### config.mk
export PLATFORM = sky130hd
export DESIGN_NAME = cgk_ram
export DESIGN_NICKNAME = d
export VERILOG_FILES = /design/src/design/cgk_ram.sv
export SDC_FILE = /design/constraint.sdc
export NUM_CORES = 2
export LEC_CHECK = 0
export BUFFER_PORTS_ARGS = -buffer_cell sky130_fd_sc_hd__clkbuf_2
export CORE_MARGIN = 2
export CORE_UTILIZATION = 25
export CTS_CLUSTER_SIZE = 24
export DETAILED_ROUTE_END_ITERATION = 12
export GPL_ROUTABILITY_DRIVEN = 0
export PLACE_DENSITY_LB_ADDON = 0.3
export SLEW_MARGIN = 20
export SYNTH_ARGS = -nofsm -noshare
export SYNTH_HDL_FRONTEND = slang
export SYNTH_SLANG_ARGS = --single-unit
export TNS_END_PERCENT = 1
### constraint.sdc
create_clock -name clk_i -period 3.4 [get_ports clk_i]
set_clock_uncertainty 0.2 [all_clocks]
set_input_delay 0.34 -clock clk_i [delete_from_list [all_inputs] [get_ports clk_i]]
set_output_delay 0.34 -clock clk_i [all_outputs]
set_load 0.01 [all_outputs]
### src/design/cgk_ram.sv
module cgk_ram #(
  parameter int WIDTH = 8,
  parameter int DEPTH = 256
) (
  input  logic                     clk_i,
  input  logic                     we_i,
  input  logic [$clog2(DEPTH)-1:0] addr_i,
  input  logic [WIDTH-1:0]         wdata_i,
  output logic [WIDTH-1:0]         rdata_o
);

  logic [WIDTH-1:0] mem_q [DEPTH];
  logic [WIDTH-1:0] rdata_q;

  always_ff @(posedge clk_i) begin
    if (we_i) begin
      mem_q[addr_i] <= wdata_i;
    end
    rdata_q <= mem_q[addr_i];
  end

  assign rdata_o = rdata_q;

endmodule

* After elaboration in Yosys (flattened, before gate mapping)
Memories as Yosys holds them, arrays and structs flattened. A register that Yosys moved wholly into a read port is not among the register bits.
Cells that the tools add are included.
** Cells by class
- Mux-type cells :: 2
** Operator list (number)
- two-way mux 1 bit :: 2
** Word-level totals
- Output and inout bits :: 8
- Memories :: 1
- Bits in writable memories :: 2048
- Register bits :: 0
** Memories
- mem_q :: depth 256, bits a word 8, read ports 1, clocked after Yosys merged registers in 1, wr ports 1, line 12 : logic [WIDTH-1:0] mem_q [DEPTH];

* Logic depth before layout (Yosys ltp)
- Depth in word-level cells :: 2
- Gate-level depth with buffers :: 10
- Mapped depth without buffers :: 5

* Least setup slack after synthesis
Ideal clock, no wire load.
- Kind :: input -> register
- Start :: in addr_i[1]
- End :: mem mem_q[111][0], enable pin
- Cell stages on the path :: 9
- Slack :: 0.641 ns
- Buffers on the path :: 5
- Library setup time :: 0.370 ns
- Arrival time :: 2.189 ns
- Cell sequence :: buf_2 -> clkbuf_1 -> clkbuf_1 -> nand2_1 -> buf_2 -> nor2_1 -> nand2_1 -> clkbuf_1 -> nor2_1
** RTL lines
- start: declaration :: line 7 : input logic [$clog2(DEPTH)-1:0] addr_i,
- end: declaration :: line 12
No word-level cell before the write port.

==> impl_metrics.tcl <==
set metrics [dict create \
    mappedNetlistNets 3565 \
    ys_seq_area_share_pct 78.6 \
    max_slew_margin_pct 27.6 \
    syn_area_per_cell_um2 22.1 \
    fin_hold_ws_ps 64.3 \
    synth_edf_count 2048 \
    grt_pass1_vias 40013 \
    synth-seq-cells 2056 \
    clockBufferDepth 3 \
    worstPathArrival_ps 3590 \
    setup_viol 0 \
    wl_per_cell_um 25.6 \
    htreeDepth 4 \
    cts-buffers-inserted 217 \
    yosysWarnings 0 \
    rsz0062_at_grt "no" \
    leakage_nw 29.0 \
    crit_type "input pin to flip-flop" \
    finalWirelength_um 215000 \
    clockRootBuffer "clkbuf_16" \
    synthSimpleGateAreaFrac_pct 1.73 \
    final_common_cell "edfxtp_1" \
    synthesis.area_mm2 0.0785 \
    postSynthCellCount 3547 \
    drive_gt1_share_pct 32.1 \
    async_reset_ff_share_pct 0 \
    setup.worst_path.end_class "flip-flop" \
    die_h_um 564 \
    slowest_delay_ps 990 \
    drcViolationCount 0 \
    cts_tree "yes" \
    path_delay_family "compound AO/OA/AOI/OAI gates" \
    grt_max_degree 107 \
    synthDistinctLibCells 22 \
    path_max_fanout 19 \
    crit_slowest_cell "o41ai_1" \
    worst-path-buf-inv 5 \
    fmax_mhz 323 \
    grt_pass1_wl_um 306000 \
    die-area_mm2 0.318 \
    synthToLayoutAreaGrowth_pct 20.3 \
    worst_pin_slew_ps 1070 \
    dpl.hpwl_um 135000 \
    start_util_pct 25.1 \
    drt_first_pass_iters 7 \
    cts_setup_buffers 0 \
    power.density_mw_per_mm2 569 \
    swShare_pct 21.5 \
    comb_power_share_pct 4.9 \
    fin_nets 4094 \
    vias_per_cell 4.62 \
    ir_drop_v 0.000532 \
    rows 205 \
    core-area_mm2 0.312 \
    min_period_ps 3090 \
    grt-ovfl-total 0 \
    layout_common_cells "edfxtp_1, mux4_2, buf_4" \
    synth_top_family_by_area "multiplexers" \
    period_share_pct 91.0 \
    clock-sinks 2056 \
    synthMuxAreaShare_pct 14.7 \
    critPathLaunchType "input pin" \
    clk_latency_ps 860 \
    status "completed" \
    r2r_slack_ps 320 \
    ioPinCount 26 \
    grt_usage_pct 13.3 \
    power.net_switching_mw 11.6 \
    finalNonFillerCells 8396 \
    drv_slew 0 \
    intPower_mw 42.2 \
    hold_viol 0 \
    drt-initial-drc-count 4034 \
    worstHoldPathType "input pin to flip-flop" \
    place_inst 7989 \
    worstPathCellList "buf_8, buf_12, buf_12, buf_4, mux4_2, a22oi_1, a21oi_1, o41ai_1, buf_4, nand4_1" \
    ys_dominant_reg_cell "edfxtp_1" \
    cts-resized-gates 0 \
    maxCapViolCount 0 \
    io_buffers 25 \
    clkPwrFrac_pct 43.0 \
    sequentialPowerShare_pct 52.1 \
    antenna_left 0 \
    vias 38748 \
    postCtsHoldBufs 8 \
    synth_compound_area_share_pct 3.62 \
    fp.dieW_um 564 \
    p_total_mw 53.7 \
    synthAdderAreaFrac_pct 0 \
    antenna_found_initial 11 \
    synth_xor_area_share_pct 0 \
    clk_pin_slew_ps 60 \
    required_ps 3900 \
]
## Yosys cell counts, drive strengths merged, types with 13 or more instances
cell / n / area [um^2]
mux4: 512 / 11500
nor2: 232 / 871
nand2: 28 / 105
nor3: 30 / 150
a21oi: 128 / 641
clkbuf: 145 / 544
a22oi: 256 / 1920
buf: 87 / 552
edfxtp: 2048 / 61500
nand3: 13 / 65.1
o41ai: 32 / 280
## worst paths after layout
check,start,endpoint,depth (start not counted)
setup / recovery,addr_i[0],rdata_o[1],10
hold / removal,addr_i[7],rdata_o[7],5
setup reg to reg,mem_q[190][1],rdata_o[1],6
hold reg to reg,mem_q[30][7],rdata_o[7],5
## power by group through the flow
stage	registers, mW	logic [mW]	clock network (mW)
6_report	28.0	2.65	23.1
5_1_grt	28.0	2.81	24.6
4_1_cts	28.0	2.71	23.6
3_5_place_dp	28.5	2.69	0
3_3_place_gp	28.5	2.67	0
2_1_floorplan	28.5	1.24	0
## cells by family (layout without fill, tap and decap cells)
kind of cell	after synthesis	in the layout
DFF	2056	2056
AOI/OAI and AO/OA	416	416
other	0	2
buffers and inverters	233	940
and+or+nand+nor	330	330
muxes	512	512
## area by class of cell
type	count	area, um^2
well taps	4140	5180
flip-flops and latches	2056	61700
fillers	30086	218000
inverters	1	3.75
multi-input cells	1258	15800
clock buffers	265	5630
diodes	2	5.00
repair buffers	542	4880
clock inverters	132	1270
## through the flow
stage	utilization [%]	area (um^2)	setup TNS, ps	setup slack (ps)
3_3_place_gp	28.0	87400	-3690	-678
4_1_cts	30.2	94400	0	369
5_1_grt	30.3	94400	0	218
2_1_floorplan	-	78500	0	641
6_report	30.3	94400	0	305
3_5_place_dp	28.0	87400	-2800	-542
## routing by layer
metal	track usage (%)	routed length (um)	up-vias
met1	18.9	95300	21127
met3	2.24	12700	264
met4	3.11	4150	0
li1	-	-	16175
met2	21.4	102000	1182
met5	0	0	-
## worst reg2reg max path, delay by kind of cell (launching register included)
family / cells / cell delay (ps)
AO/OA/AOI/OAI: 3 / 1530
buffers and inverters: 1 / 280
flip-flops: 1 / 370
multiplexers: 1 / 470
AND/OR/NAND/NOR: 1 / 80
## sequential cells by signal, summed over array words and instances, names as in the netlist
name     cells
mem_q     2048
rdata_o      8
(Power assumes the default switching activity.)
